### config.mk
export PLATFORM = sky130hd
export DESIGN_NAME = queue_with_middle_insert_core
export DESIGN_NICKNAME = d
export VERILOG_FILES = /design/src/hw/rtl/qmi_pkg.sv /design/src/hw/rtl/qmi_cell.sv /design/src/hw/rtl/queue_with_middle_insert_core.sv
export SDC_FILE = /design/constraint.sdc
export NUM_CORES = 1
export LEC_CHECK = 0
export BUFFER_PORTS_ARGS = -buffer_cell sky130_fd_sc_hd__buf_2
export CAP_MARGIN = 20
export CELL_PAD_IN_SITES_DETAIL_PLACEMENT = 2
export CELL_PAD_IN_SITES_GLOBAL_PLACEMENT = 2
export CORE_MARGIN = 1
export CORE_UTILIZATION = 45
export CTS_CLUSTER_SIZE = 30
export DETAILED_ROUTE_END_ITERATION = 10
export PLACE_DENSITY = 0.9
export SYNTH_ARGS = -nofsm -noshare
export SYNTH_HDL_FRONTEND = slang
export SYNTH_SLANG_ARGS = --single-unit
### constraint.sdc
create_clock -name clk -period 9.19 [get_ports clk]
set_input_delay 2.2975 -clock clk [delete_from_list [all_inputs] [get_ports clk]]
set_output_delay 2.2975 -clock clk [all_outputs]
set_load 0.01 [all_outputs]
### src/hw/rtl/qmi_pkg.sv
package qmi_pkg;

    localparam int DATA_W = 32;
    localparam int OCC_W  = 5;

    // request kinds
    typedef enum logic [1:0] {
        REQ_TAIL   = 2'd0,
        REQ_MIDDLE = 2'd1,
        REQ_POP    = 2'd2
    } req_t;

    // result status codes
    typedef enum logic [1:0] {
        ST_OK    = 2'd0,
        ST_FULL  = 2'd1,
        ST_EMPTY = 2'd2
    } status_t;

    // per-cell move control
    typedef struct packed {
        logic load_new;   // take the request value
        logic take_prev;  // take the left neighbor (shift back)
        logic take_next;  // take the right neighbor (shift forward)
    } cell_ctrl_t;

endpackage

### src/hw/rtl/qmi_cell.sv
module qmi_cell
    import qmi_pkg::*;
(
    input  logic                     clk,
    input  cell_ctrl_t               ctrl,
    input  logic signed [DATA_W-1:0] new_data,
    input  logic signed [DATA_W-1:0] prev_data,
    input  logic signed [DATA_W-1:0] next_data,
    output logic signed [DATA_W-1:0] data
);

    logic signed [DATA_W-1:0] data_reg;
    logic signed [DATA_W-1:0] data_next;

    // at most one select is high in a cycle
    always_comb
    begin
        priority if (ctrl.load_new)
        begin
            data_next = new_data;
        end
        else if (ctrl.take_prev)
        begin
            data_next = prev_data;
        end
        else if (ctrl.take_next)
        begin
            data_next = next_data;
        end
        else
        begin
            data_next = data_reg;
        end
    end

    // storage, no reset: contents are valid only below the fill count
    always_ff @(posedge clk)
    begin
        data_reg <= data_next;
    end

    assign data = data_reg;

endmodule

### src/hw/rtl/queue_with_middle_insert_core.sv
// Channel   Handshake            Payload
// in        in_valid/in_ready    req_type[1:0], value[31:0] signed
// out       out_valid/out_ready  popped_value[31:0] signed, status[1:0], occupancy[4:0]
//
// One request per cycle while in_ready is high; its result is registered and shows the cycle after the transfer.
// Every cell of the entry chain moves at once (insert, shift back, shift forward), so
// the cost of an insert or pop does not depend on its position.
// in_ready is high while the result register is empty or being drained this cycle.
// Reset clears the fill count and the result valid; entry contents are not reset.
module queue_with_middle_insert_core
    import qmi_pkg::*;
#(
    parameter int DEPTH = 16
)
(
    input  logic                     clk,
    input  logic                     rst_n,
    input  logic                     in_valid,
    output logic                     in_ready,
    input  logic [1:0]               req_type,
    input  logic signed [DATA_W-1:0] value,
    output logic                     out_valid,
    input  logic                     out_ready,
    output logic signed [DATA_W-1:0] popped_value,
    output logic [1:0]               status,
    output logic [OCC_W-1:0]         occupancy
);

    localparam int CW = $clog2(DEPTH + 1);

    logic [CW-1:0]             count_reg;
    logic [CW-1:0]             count_next;
    logic                      out_valid_reg;
    logic                      out_valid_next;
    logic signed [DATA_W-1:0]  popped_reg;
    logic signed [DATA_W-1:0]  popped_next;
    status_t                   status_reg;
    status_t                   status_next;
    logic [OCC_W-1:0]          occ_reg;
    logic [OCC_W-1:0]          occ_next;

    logic                      in_fire;
    logic                      do_push;
    logic                      do_pop;
    logic [CW:0]               mid_sum;
    logic [CW-1:0]             pos;
    logic signed [DATA_W-1:0]  cell_data [DEPTH];
    cell_ctrl_t                cell_ctrl [DEPTH];

    assign in_ready = !out_valid_reg || out_ready;
    assign in_fire  = in_valid && in_ready;

    // insert position: tail at count, middle at ceil(count/2)
    assign mid_sum = {1'b0, count_reg} + {{CW{1'b0}}, 1'b1};
    assign pos     = (req_type == REQ_TAIL) ? count_reg : mid_sum[CW:1];

    // request decode, fill count and result
    always_comb
    begin
        do_push        = 1'b0;
        do_pop         = 1'b0;
        count_next     = count_reg;
        popped_next    = popped_reg;
        status_next    = status_reg;
        occ_next       = occ_reg;
        out_valid_next = out_valid_reg;
        if (out_ready)
        begin
            out_valid_next = 1'b0;
        end
        if (in_fire)
        begin
            out_valid_next = 1'b1;
            popped_next    = '0;
            status_next    = ST_OK;
            unique case (req_type)
                REQ_TAIL, REQ_MIDDLE:
                begin
                    if (count_reg == CW'(DEPTH))
                    begin
                        status_next = ST_FULL;
                    end
                    else
                    begin
                        do_push    = 1'b1;
                        count_next = count_reg + 1'b1;
                    end
                end
                REQ_POP:
                begin
                    if (count_reg == '0)
                    begin
                        status_next = ST_EMPTY;
                    end
                    else
                    begin
                        do_pop      = 1'b1;
                        popped_next = cell_data[0];
                        count_next  = count_reg - 1'b1;
                    end
                end
                default:
                begin
                    status_next = ST_OK;
                end
            endcase
            occ_next = OCC_W'(count_next);
        end
    end

    // control registers
    always_ff @(posedge clk or negedge rst_n)
    begin
        if (!rst_n)
        begin
            count_reg     <= '0;
            out_valid_reg <= 1'b0;
        end
        else
        begin
            count_reg     <= count_next;
            out_valid_reg <= out_valid_next;
        end
    end

    // result payload
    always_ff @(posedge clk)
    begin
        popped_reg <= popped_next;
        status_reg <= status_next;
        occ_reg    <= occ_next;
    end

    // chain of entry cells, head at cell 0
    for (genvar i = 0; i < DEPTH; i++)
    begin : g_cell
        logic signed [DATA_W-1:0] prev_d;
        logic signed [DATA_W-1:0] next_d;

        if (i == 0)
        begin : g_head
            assign prev_d = '0;
        end
        else
        begin : g_mid
            assign prev_d = cell_data[i-1];
        end

        if (i == DEPTH - 1)
        begin : g_tail
            assign next_d = '0;
        end
        else
        begin : g_body
            assign next_d = cell_data[i+1];
        end

        assign cell_ctrl[i].load_new  = do_push && (CW'(i) == pos);
        assign cell_ctrl[i].take_prev = do_push && (CW'(i) > pos) && (CW'(i) <= count_reg);
        assign cell_ctrl[i].take_next = do_pop && (CW'(i + 1) < count_reg);

        qmi_cell u_cell (
            .clk       (clk),
            .ctrl      (cell_ctrl[i]),
            .new_data  (value),
            .prev_data (prev_d),
            .next_data (next_d),
            .data      (cell_data[i])
        );
    end

    assign out_valid    = out_valid_reg;
    assign popped_value = popped_reg;
    assign status       = status_reg;
    assign occupancy    = occ_reg;

    // checks
    a_count_bound: assert property (@(posedge clk) disable iff (!rst_n)
        count_reg <= CW'(DEPTH))
        else $error("fill count above depth");

    a_pop_dec: assert property (@(posedge clk) disable iff (!rst_n)
        do_pop |=> count_reg == $past(count_reg) - 1'b1)
        else $error("pop did not decrement count");

    a_push_inc: assert property (@(posedge clk) disable iff (!rst_n)
        do_push |=> count_reg == $past(count_reg) + 1'b1)
        else $error("push did not increment count");

    a_refused_zero: assert property (@(posedge clk) disable iff (!rst_n)
        out_valid_reg && status_reg != ST_OK |-> popped_reg == '0)
        else $error("refused request returned data");

    a_ready_idle: assert property (@(posedge clk) disable iff (!rst_n)
        !out_valid_reg |-> in_ready)
        else $error("input stalled with empty result register");

endmodule

---- Word-level counts from Yosys, hierarchy flattened ----
Index checks and enable logic that the tools add are counted.
W data, S select, Z words.
cells by class
  bitwise logic cells ..................... 1
  add/subtract/negate cells ............... 3
  $lt $le $gt $ge ......................... 48
  eq/ne operators ......................... 18
  reduce and logical (&&, ||, !) cells .... 89
  multiplexer cells ....................... 63
operators by type and width
  kind                   number
  $mux W32               48
  $logic_and A1 B1 Y1    65
  $reduce_bool A3 Y1     16
  $eq A4 B5 Y1 const A   8
  $gt A4 B5 Y1 const A   8
  $le A4 B5 Y1 const A   8
  $lt A4 B5 Y1 const A   8
  $eq A3 B5 Y1 const A   4
  $gt A3 B5 Y1 const A   4
  $le A3 B5 Y1 const A   4
  $lt A3 B5 Y1 const A   4
  $mux W5                3
  $eq A2 B5 Y1 const A   2
  $gt A1 B5 Y1 const A   2
  $gt A2 B5 Y1 const A   2
  $le A1 B5 Y1 const A   2
  $le A2 B5 Y1 const A   2
  $logic_not A5 Y1       2
  $lt A2 B5 Y1 const A   2
  $pmux W5 S2            1
  $mux W1                9
  $add A5 B1 Y6 const B  1
  $add A5 B1 Y5 const B  1
  $eq A1 B5 Y1 const A   1
  14 further kinds       15
word-level totals
  input port bits ......................... 38
  output and inout port bits .............. 41
  register bits after elaboration ......... 557
  logic and storage cells ................. 243

---- Longest topological paths before layout ----
Gate-level depths: netlist of the first run.
  word-level depth ........................ 8
  gate-level depth with buffers ........... 13
  gate-level depth less buffers ........... 8

---- By module ----
Synthesis of the first run repeated with hierarchy kept, for this count alone.
second synthesis, totals
  cells, all modules ...................... 2531
  area, all modules ....................... 29588.4 µm²
by module, submodules not included
  module                         seq. area each (µm²)  times used  area an instance (µm²)  cells an instance
  qmi_cell                       960.9                 16          1672.9                  140
  queue_with_middle_insert_core  1321.3                1           2822.7                  291

---- Worst setup path after synthesis of the first run ----
Ideal clock, no wire load.
  path kind ............................... input-to-reg
  start ................................... in out_ready
  end ..................................... reg g_cell[12].u_cell.data_reg[0] (enable)
  setup time .............................. 0.466 ns
  stages on the path ...................... 6
  path buffers ............................ 1
  arrival ................................. 5.907 ns
  data required time ...................... 8.724 ns
  path slack .............................. 2.817 ns
  cells stage by stage .................... nand2b_1 nand2_1 clkinv_1 nand2_1 clkbuf_1 o21ai_0
between the ends
  cells in the longest elaborated chain, start to end .. 6
  elaborated cells on any way between the ends .. 9
  classes of those cells .................. 2 x mux; 7 x reduce/logical
RTL lines
  item                               line                                  text
  from (decl)                        queue_with_middle_insert_core.sv:23   input logic out_ready,
  $logic_or A1 B1 Y1 (*)             queue_with_middle_insert_core.sv:50   assign in_ready = !out_valid_reg || out_ready;
  $logic_and A1 B1 Y1 (*)            queue_with_middle_insert_core.sv:51   assign in_fire = in_valid && in_ready;
  named net in_fire                  queue_with_middle_insert_core.sv:42   logic in_fire;
  $mux W1                            queue_with_middle_insert_core.sv:71   if (in_fire)
  $logic_and A1 B1 Y1 (2 in series)  queue_with_middle_insert_core.sv:159  assign cell_ctrl[i].take_prev = do_push && (CW'(i) > pos) && (CW'(i) <= count_reg);
  $reduce_bool A3 Y1 (no line) (*)   --
  to (signal assigned)               qmi_cell.sv:39                        data_reg <= data_next;
  to (decl)                          qmi_cell.sv:12                        logic signed [DATA_W-1:0] data_reg;
Mark *: on every way through the listed nets, which the timed path passes. The rest lies on a longest branch.
A chain may end at the register's enable or synchronous reset.

---- Worst setup path in the final report of the first run ----
  start ................................... in req_type[1]
  end ..................................... reg g_cell[1].u_cell.data_reg[12] (enable)
between the ends
  cells in the longest elaborated chain, start to end .. 7
  elaborated cells on any way between the ends .. 16
  classes of those cells .................. 1 x order compare; 3 x eq/ne; 5 x mux; 7 x reduce/logical
RTL lines
  item                                                  line                                 text
  from (decl)                                           queue_with_middle_insert_core.sv:20  input logic [1:0] req_type,
  branches (longest 6 deep; another with $gt A1 B5 Y1)  --
  $reduce_bool A3 Y1 (no line) (*)                      --
  to (signal assigned)                                  qmi_cell.sv:39
  to (decl)                                             qmi_cell.sv:12
Mark *: on every way between the ends.

==> results_dict.tcl, run 1 <==
set metrics [dict create \
    syn_nets 2559 \
    min_from "g_cell[15].u_cell.data[7]" \
    cts_setup_buffers 0 \
    critical_path_class "input port to flop" \
    nets 2536 \
    fp.coreArea_um2 60400 \
    clock-sinks 557 \
    whs_ps 522 \
    syn_avg_cell_area_um2 10.9 \
    setup_violations 0 \
    place_congestion 0.885 \
    die-area_um2 62100 \
    placed_cells 3198 \
    start_kind "input port" \
    combinationalPowerShare_pct 28.8 \
    grt_max_degree 66 \
    synth_top_area_share_pct 60.2 \
    synth_seq_cells 557 \
    synth_top_flop_cell "edfxtp_1" \
    p_sw_w 0.00335 \
    drt_iter0_drc 2414 \
    wl_per_cell_um 32.2 \
    cts_resized 0 \
    io_pins 79 \
    cts_tree "done" \
    clk_pin_slew_worst_paths_ps 60 \
    timing.reg2reg.setup_slack_ps 3930 \
    p_clk_share_pct 28.0 \
    slew_viol_final 0 \
    cts_max_level 3 \
    num_rows 90 \
    clockBufferDepth 3 \
    cp-end-kind "flop" \
    leakage_nw 11.0 \
    ys_warn_count 0 \
    dp_slack_ps 2810 \
    yosysSeqAreaShare_pct 60.7 \
    slew_headroom_pct 23.6 \
    post-dp-hpwl_mm 66.6 \
    synth_most_common_cell "edfxtp_1" \
    r2r_cells 10 \
    fmax_mhz 169 \
    grt_use_total_pct 34.0 \
    grt_pass1_vias 23784 \
    holdPathStages 1 \
    cts_root_buffer "clkbuf_16" \
    ys_top_cells_by_count "edfxtp_1 (551), nand2_1 (473), nor2_1 (280)" \
    yosysUniqueCellTypes 63 \
    tightest_slew_ps 1150 \
    synth.area.top_cells "edfxtp_1 (60%), nand2_1 (6.5%), mux2i_1 (5.8%), nor2_1 (3.8%), a31oi_1 (3.8%)" \
    die_w_um 249 \
    async_flop_share_pct 1.08 \
    peakVddDrop_mv 0.172 \
    instances_no_fill 3320 \
    outcome "completed" \
    period_share_pct 64.3 \
    final_hold_viol_count 0 \
    swShare_pct 36.8 \
    first_pass_iters 5 \
    cts_buffers 67 \
    fillers 5903 \
    critPathArrivalTime_ps 6160 \
    power.share.sequential_pct 43.2 \
    hold_path.class "flop to flop" \
    tns_ps 0 \
    clk_latency_ps 640 \
    largest_reg_flops 512 \
    final_util_pct 50.9 \
    p_int_w 0.00576 \
    rsz0062_at_grt "false" \
    reg2reg_from "count_reg[0]" \
    final.setup_skew_ps 25.0 \
    whs_endpoint "g_cell[14].u_cell.data[7]" \
    synth-edff-count 551 \
    wl_mm 107 \
    post-route-min-period_ps 5910 \
    antenna_found_initial 3 \
    vias_per_cell 6.69 \
    synthesis.area_um2 27500 \
    vias 22220 \
    drt.antenna.violating_nets 0 \
    die_y_um 249 \
    seq_area_um2 16700 \
    synthCells 2515 \
    area_growth_pct 11.7 \
    worst_r2r_endpoint "g_cell[12].u_cell.data[25]" \
    start_util_pct 45.6 \
    overflow 0 \
    hold_buffers 0 \
    drc 0 \
    crit_fanout 33 \
    port_buffers 78 \
    setup_slack_ps 3280 \
    drive_gt1_share_pct 11.7 \
    crit_required_ps 9440 \
    synth_top_area_cell "edfxtp_1" \
    grt_pass1_wl_mm 159 \
    powerDensity_nw_per_um2 297 \
    multiInputGateArea_um2 10100 \
    max_cap_viol_count 0 \
]
## power groups by stage
stage / Combinational, W / Clock, W / Sequential [W]
final: 0.00262 / 0.00256 / 0.00394
after global routing: 0.00275 / 0.00266 / 0.00396
after CTS: 0.00252 / 0.00258 / 0.00392
after detailed placement: 0.00245 / 0 / 0.00396
after global placement: 0.00220 / 0 / 0.00391
after floorplan: 0.00162 / 0 / 0.00374
## per-stage QoR
stage                     power, W  instance area [µm²]
after CTS                  0.00903                30600
after global routing       0.00938                30700
final                      0.00912                30700
after global placement     0.00611                28600
after detailed placement   0.00641                28600
after floorplan            0.00536                27500
## worst max-delay path by stage
stage	to	startpoint	cells after the start
floorplan	g_cell[12].u_cell.data[0]	out_ready	6
global placement	g_cell[1].u_cell.data[9]	req_type[1]	8
detailed placement	g_cell[1].u_cell.data[12]	req_type[1]	8
CTS	g_cell[1].u_cell.data[12]	req_type[1]	8
global route	g_cell[1].u_cell.data[10]	req_type[1]	8
finish	g_cell[1].u_cell.data[12]	req_type[1]	8
## critical path: stages
cell and delay [ps]:
buf_2 290, nor2_1 200, a221oi_2 890, nand4_2 530, nor3_4 330, buf_4 590, inv_1 170, nand3_2 790
## placed cells by master, fill, tap and decap left out, types with 66 or more instances in the layout
cell type	instances
mux2i_1	160
a21o_1	66
nor2_1	276
nand2_1	472
a22o_1	96
edfxtp_1	551
o21ai_1	101
a31oi_1	165
o22ai_1	69
a21oi_1	114
buf_2	78
clkbuf_16	69
## kinds of logic after synthesis
family,after synthesis,synth area share (%)
compound gates,679,15.8
fa+ha+maj,6,0.273
flops,557,60.7
mux,197,7.34
buf+inv,230,3.31
simple gates,841,12.5
xor+xnor,5,0.159
## layer usage
layer	track usage, %	part of all wire [%]
met2	56.5	49
met5	0	0.026
met1	44.8	40
met4	12.2	3.3
met3	5.69	7.8
## area by class of cell
type / instances / area share (%)
flip-flops and latches: 557 / 54.3
multi-input cells: 1728 / 33.0
clock buffers: 86 / 5.83
well taps: 782 / 3.18
repair buffers: 132 / 2.88
clock inverters: 28 / 0.700
inverters: 6 / 0.0733
diodes: 1 / 0.00814
Power figures use the tool's default switching activity.
==> inputs of run 2 (changes only) <==
--- a/config.mk
+++ b/config.mk
@@ -5,15 +5,16 @@
 export SDC_FILE = /design/constraint.sdc
 export NUM_CORES = 1
 export LEC_CHECK = 0
+export ABC_AREA = 1
 export BUFFER_PORTS_ARGS = -buffer_cell sky130_fd_sc_hd__buf_2
 export CAP_MARGIN = 20
 export CELL_PAD_IN_SITES_DETAIL_PLACEMENT = 2
 export CELL_PAD_IN_SITES_GLOBAL_PLACEMENT = 2
 export CORE_MARGIN = 1
-export CORE_UTILIZATION = 45
+export CORE_UTILIZATION = 35
 export CTS_CLUSTER_SIZE = 30
 export DETAILED_ROUTE_END_ITERATION = 10
-export PLACE_DENSITY = 0.9
+export PLACE_DENSITY = 0.82
 export SYNTH_ARGS = -nofsm -noshare
 export SYNTH_HDL_FRONTEND = slang
 export SYNTH_SLANG_ARGS = --single-unit
==> constraint.sdc (replaced) <==
create_clock -name clk -period 5 [get_ports clk]
set_input_delay 1.25 -clock clk [delete_from_list [all_inputs] [get_ports clk]]
set_output_delay 1.25 -clock clk [all_outputs]
set_load 0.01 [all_outputs]
==> run 2 against run 1 <==
Effect of this change:
- first-iteration DRC count down 26%
- sequential power up 68%
- non-clock buffer count up 26
- critical path type is now flop to flop
- critical endpoint is now g_cell[2].u_cell.data[5]
- synthesized area up 8.3%
- highest routed layer is now met4
- setup slack worse by 2100 ps
- combinational power up 60%
- sequential share of layout area down 4.1 points
==> results_dict.tcl, run 2 <==
set metrics [dict create \
    p_sw_w 0.00566 \
    rsz0062_at_grt "false" \
    post-route-min-period_ps 3790 \
    critPathLaunch "count_reg[0]" \
    ys_top_cells_by_count "nand2_1 (1097), edfxtp_1 (551), inv_1 (455)" \
    tightest_slew_ps 786 \
    start_util_pct 35.5 \
    synth_top_area_cell "edfxtp_1" \
    drt-met1-wl_mm 50.7 \
    ys_warn_count 0 \
    wl_mm 111 \
    critPathArrivalTime_ps 4040 \
    crit_path_max_incr_delay_ps 610 \
    wl_per_cell_um 23.8 \
    cp_cell_sequence "inv_1 > ha_1 > nand3_1 > nand2_1 > nor2_4 > buf_4 > nand3_1 > buf_4 > o211ai_1 > buf_4" \
    combinationalPowerShare_pct 27.0 \
    cts_root_buffer "clkbuf_16" \
    peakVddDrop_mv 0.274 \
    first_pass_iters 5 \
    drive_gt1_share_pct 8.20 \
    fillers 9373 \
    power.share.sequential_pct 42.5 \
    place_congestion 0.879 \
    drt.antenna.violating_nets 0 \
    vias 25988 \
    synth-edff-count 551 \
    critical_path_class "flop to flop" \
    async_flop_share_pct 1.08 \
    r2r_cells 10 \
    clk_pin_slew_worst_paths_ps 70 \
    port_buffers 78 \
    cp-end-kind "flop" \
    period_share_pct 75.8 \
    cts_max_level 3 \
    final.setup_skew_ps 23.7 \
    grt_use_total_pct 25.5 \
    p_clk_share_pct 30.6 \
    final_util_pct 39.6 \
    overflow 0 \
    cts_resized 0 \
    highest_layer "met4" \
    clockBufferDepth 3 \
    cts_buffers 66 \
    grt_pass1_vias 28049 \
    layout_commonest_cell "nand2_1" \
    cpMostUsedCell "buf_4" \
    crit_path_end "g_cell[2].u_cell.data[5]" \
    syn_avg_cell_area_um2 8.50 \
    postLayoutCellArea_um2 33300 \
    slowest_stage "dfrtp_1" \
    clock-sinks 557 \
    met3WireLength_mm 5.62 \
    drt_iter0_drc 1780 \
    worst_r2r_endpoint "g_cell[2].u_cell.data[5]" \
    reg2reg_from "count_reg[0]" \
    wl_met2_mm 52.2 \
    place_area_um2 31200 \
    leakage_nw 14.2 \
    synth_top_area_share_pct 55.5 \
    synthesis.area_um2 29800 \
    area_growth_pct 11.6 \
    p_int_w 0.00992 \
    outcome "completed" \
    cts_setup_buffers 0 \
    timing.reg2reg.setup_slack_ps 1210 \
    synthCells 3506 \
    instances_no_fill 4660 \
    powerDensity_nw_per_um2 469 \
    swShare_pct 36.3 \
    fmax_mhz 264 \
    synth.area.top_cells "edfxtp_1 (56%), nand2_1 (14%), nand3_1 (7.0%), inv_1 (5.7%), o211ai_1 (2.6%)" \
    synth_top_flop_cell "edfxtp_1" \
    slew_viol_final 0 \
    hold_buffers 0 \
    drc 0 \
    yosysUniqueCellTypes 35 \
    final_cell_mix "nand2_1 (1093), edfxtp_1 (551), inv_1 (454), nand3_1 (414), nor2_1 (153)" \
    max_cap_viol_count 0 \
    post-dp-hpwl_mm 75.3 \
    yosysSeqAreaShare_pct 56.0 \
    grt_max_degree 66 \
    synth_seq_cells 557 \
    die-area_um2 86300 \
    antenna_found_initial 0 \
    synth_most_common_cell "nand2_1" \
    num_rows 106 \
    crit_fanout 46 \
    tns_ps 0 \
    vias_per_cell 5.58 \
    slew_headroom_pct 47.6 \
    placed_cells 4538 \
    final_hold_viol_count 0 \
    io_pins 79 \
    whs_ps 465 \
    setup_violations 0 \
    syn_nets 3550 \
    die_w_um 294 \
    start_kind "flop" \
    clk_latency_ps 620 \
    die_y_um 294 \
    cts_tree "done" \
    hold_path.class "input port to asynchronous set/reset pin" \
    crit_required_ps 5250 \
    grt_pass1_wl_mm 170 \
    largest_reg_flops 512 \
    fp.coreArea_um2 84000 \
    nets 3518 \
]
==> run 2: area by class of cell <==
| cell class | count | area [µm²] | share of cell area, % |
|---|---|---|---|
| Clock buffer | 83 | 1720 | 5.16 |
| Sequential cell | 557 | 16700 | 50.2 |
| Inverter | 464 | 1740 | 5.24 |
| Multi-Input combinational cell | 2227 | 10300 | 31.0 |
| Timing Repair Buffer | 158 | 1040 | 3.12 |
| Antenna cell | 2 | 5.00 | 0.0150 |
| Tap cell | 1134 | 1420 | 4.27 |
| Clock inverter | 35 | 320 | 0.963 |
==> run 2: kinds of logic (layout without fill, tap and decap cells) <==
kind of cell,after synthesis,in the layout,share of synthesized area [%]
other cells,0,2,0
buf+inv,722,740,9.58
simple gates,1796,1796,25.6
compound gates,423,423,8.48
xor+xnor,2,2,0.0588
flops,557,557,56.0
fa+ha+maj,6,6,0.252
==> run 2: worst max-delay path, delay by kind of cell (launching register included) <==
family          cells  cell delay (ps)
simple gates        4              840
compound gates      1              150
flops               1              610
fa+ha+maj           1              290
buf+inv             4             1480
==> run 2: per-layer routing <==
layer / vias up / global-route usage [%]
met5: - / 0
met4: 0 / 7.38
met3: 166 / 2.52
met2: 735 / 41.9
met1: 13434 / 35.7
li1: 11653 / -
==> run 2: how the worst min path moves through the flow <==
stage                                from                          to  slack [ps]  cells after the start
2_1_floorplan   g_cell[15].u_cell.data[0]   g_cell[14].u_cell.data[0]         500                      2
3_3_place_gp   g_cell[15].u_cell.data[28]  g_cell[14].u_cell.data[28]         500                      2
3_5_place_dp   g_cell[15].u_cell.data[13]  g_cell[14].u_cell.data[13]         510                      2
4_1_cts                             rst_n                count_reg[3]         450                      1
5_1_grt                             rst_n                   out_valid         470                      1
6_report                            rst_n                count_reg[3]         470                      1
==> run 2: power by group through the flow <==
stage	registers (W)	logic, W	clock network, W
floorplan	0.00658	0.00270	0
global placement	0.00666	0.00386	0
detailed placement	0.00670	0.00409	0
CTS	0.00662	0.00417	0.00482
global route	0.00668	0.00457	0.00499
finish	0.00662	0.00420	0.00476
==> run 2: per-stage QoR <==
step	worst slack (ps)	total power, W
after floorplan	166	0.00928
after detailed placement	1030	0.0108
after global placement	1180	0.0105
final	1210	0.0156
after global routing	947	0.0162
after CTS	1270	0.0156
==> inputs of run 3 (changes only) <==
==> constraint.sdc (replaced) <==
create_clock -name clk -period 3.04 [get_ports clk]
set_input_delay 0.76 -clock clk [delete_from_list [all_inputs] [get_ports clk]]
set_output_delay 0.76 -clock clk [all_outputs]
set_load 0.01 [all_outputs]
==> run 3 against run 2 <==
Effect of this change:
- clock skew increased by 3.5 ps
- first-iteration DRC count decreased by 5.9%
- final cell count increased by 0.41%
- fmax increased by 31%
- total power increased by 67%
- via count decreased by 0.18%
- sequential cell count unchanged
- clock power increased by 62%
- sequential share of layout area decreased by 1.3 points
- global-route usage decreased by 0.12 points
- register-to-register slack got worse by 1100 ps
- hold slack got worse by 58 ps
- highest routed layer unchanged
==> results_dict.tcl, run 3 (same netlist as run 2, synthesis figures left out) <==
set metrics [dict create \
    final_hold_viol_count 0 \
    critical_path_class "flop to flop" \
    powerDensity_nw_per_um2 763 \
    max_cap_viol_count 0 \
    cp-end-kind "flop" \
    grt_use_total_pct 25.4 \
    start_util_pct 35.5 \
    first_pass_iters 6 \
    setup_slack_ps 151 \
    grt_max_degree 65 \
    r2r_cells 16 \
    port_buffers 78 \
    worst_r2r_endpoint "g_cell[12].u_cell.data[15]" \
    final_util_pct 40.7 \
    cts_root_buffer "clkbuf_16" \
    area_growth_pct 14.6 \
    layout_commonest_cell "nand2_1" \
    timing.reg2reg.setup_slack_ps 150 \
    cts_buffers 61 \
    setup_violations 0 \
    peakVddDrop_mv 0.546 \
    fp.coreArea_um2 84000 \
    clock-sinks 557 \
    fmax_mhz 346 \
    final.setup_skew_ps 27.2 \
    overflow 0 \
    drc 0 \
    p_total_w 0.0261 \
    io_pins 79 \
    drive_gt1_share_pct 9.57 \
    hold_path.class "input port to flop" \
    crit_fanout 32 \
    grt_pass1_vias 28150 \
    reg2reg_from "count_reg[2]" \
    cts_max_level 2 \
    die_w_um 294 \
    critPathArrivalTime_ps 3300 \
    slew_viol_final 0 \
    tns_ps 0 \
    leakage_nw 14.6 \
    final_cell_mix "nand2_1 (1087), edfxtp_1 (551), inv_1 (452), nand3_1 (406), nor2_1 (149)" \
    holdPathStages 3 \
    die_y_um 294 \
    crit_required_ps 3450 \
    whs_endpoint "out_valid" \
    post-dp-hpwl_mm 76.4 \
    vias_per_cell 5.54 \
    slew_headroom_pct 49.3 \
    tightest_slew_ps 761 \
    antenna_found_initial 3 \
    place_area_um2 32100 \
    min_from "in_valid" \
    place_congestion 0.909 \
    cts_tree "done" \
    grt_pass1_wl_mm 170 \
    clockBufferDepth 3 \
    vias 25940 \
    largest_reg_flops 512 \
    wl_mm 110 \
    clk_pin_slew_worst_paths_ps 60 \
    start_kind "flop" \
    wl_per_cell_um 23.5 \
    period_share_pct 95.0 \
    outcome "completed" \
    postLayoutCellArea_um2 34100 \
    dp_slack_ps -8.90 \
    clk_latency_ps 660 \
    num_rows 106 \
    nets 3537 \
    post-route-min-period_ps 2890 \
    drt_iter0_drc 1675 \
    die-area_um2 86300 \
    drt.antenna.violating_nets 0 \
]
==> run 3: cell types whose count changed in the layout (fill, tap and decap cells not counted), sizes merged <==
cell,change
dlygate4sd3,+1
inv,-5
bufinv,+5
buf,+23
clkinv,+7
clkbuf,-10
clkinvlp,-2
==> run 3: report_power, final <==
part	leakage (nW)	switching (W)	internal, W	total (W)
combinational	8.50	0.00543	0.00210	0.00753
sequential	5.13	0.000526	0.0103	0.0108
clock	0.984	0.00332	0.00439	0.00771
==> run 3: worst max path at each step <==
stage | to | slack (ps) | start | cells after the start
2_1_floorplan | g_cell[2].u_cell.data[0] | -260 | count_reg[0] | 11
5_1_grt | g_cell[14].u_cell.data[2] | -4 | count_reg[2] | 15
6_report | g_cell[12].u_cell.data[15] | 150 | count_reg[2] | 16
4_1_cts | g_cell[9].u_cell.data[30] | 150 | count_reg[0] | 14
3_5_place_dp | g_cell[12].u_cell.data[6] | -9 | req_type[1] | 13
3_3_place_gp | g_cell[12].u_cell.data[25] | 150 | req_type[1] | 14
==> run 3: final cells by class <==
type | instances | area, µm²
clock inverters | 40 | 413
repair buffers | 182 | 1820
clock buffers | 73 | 1590
well taps | 1134 | 1420
diodes | 2 | 5.00
flip-flops and latches | 557 | 16700
fillers | 9181 | 49800
inverters | 464 | 1760
multi-input cells | 2227 | 10400
==> run 3: critical path, cell delays in order (launching register included) <==
cell and delay (ps):
dfrtp_1 470, buf_4 250, nand2_4 110, nor2_1 150
nor2_1 80, nand2_1 120, nand2_2 130, inv_1 170
nor2_2 100, nor2_1 130, nand3_1 90, buf_4 220
inv_1 120, buf_12 220, nand2_1 90, nand3_1 100
nand2_1 70
==> run 3: layer usage <==
| metal | up-vias | routed length [µm] | track usage (%) |
|---|---|---|---|
| met3 | 132 | 5500 | 3.34 |
| met2 | 657 | 52300 | 42.3 |
| met1 | 13460 | 50400 | 35.1 |
| met5 | - | 0 | 0 |
| met4 | 0 | 1900 | 5.72 |
| li1 | 11691 | - | - |
==> run 3: timing repair <==
action,in CTS,in global routing
resized for setup,0,6
endpoints found under the hold margin,6,0
endpoints found under the setup margin,0,51
hold buffers,1,0
buffers inserted,0,0
==> run 3: through the flow <==
stage	cells	hold WS, ps
final	4679	407
after global routing	4677	413
after CTS	4677	372
after detailed placement	4563	517
after global placement	4563	501
after floorplan	3506	464
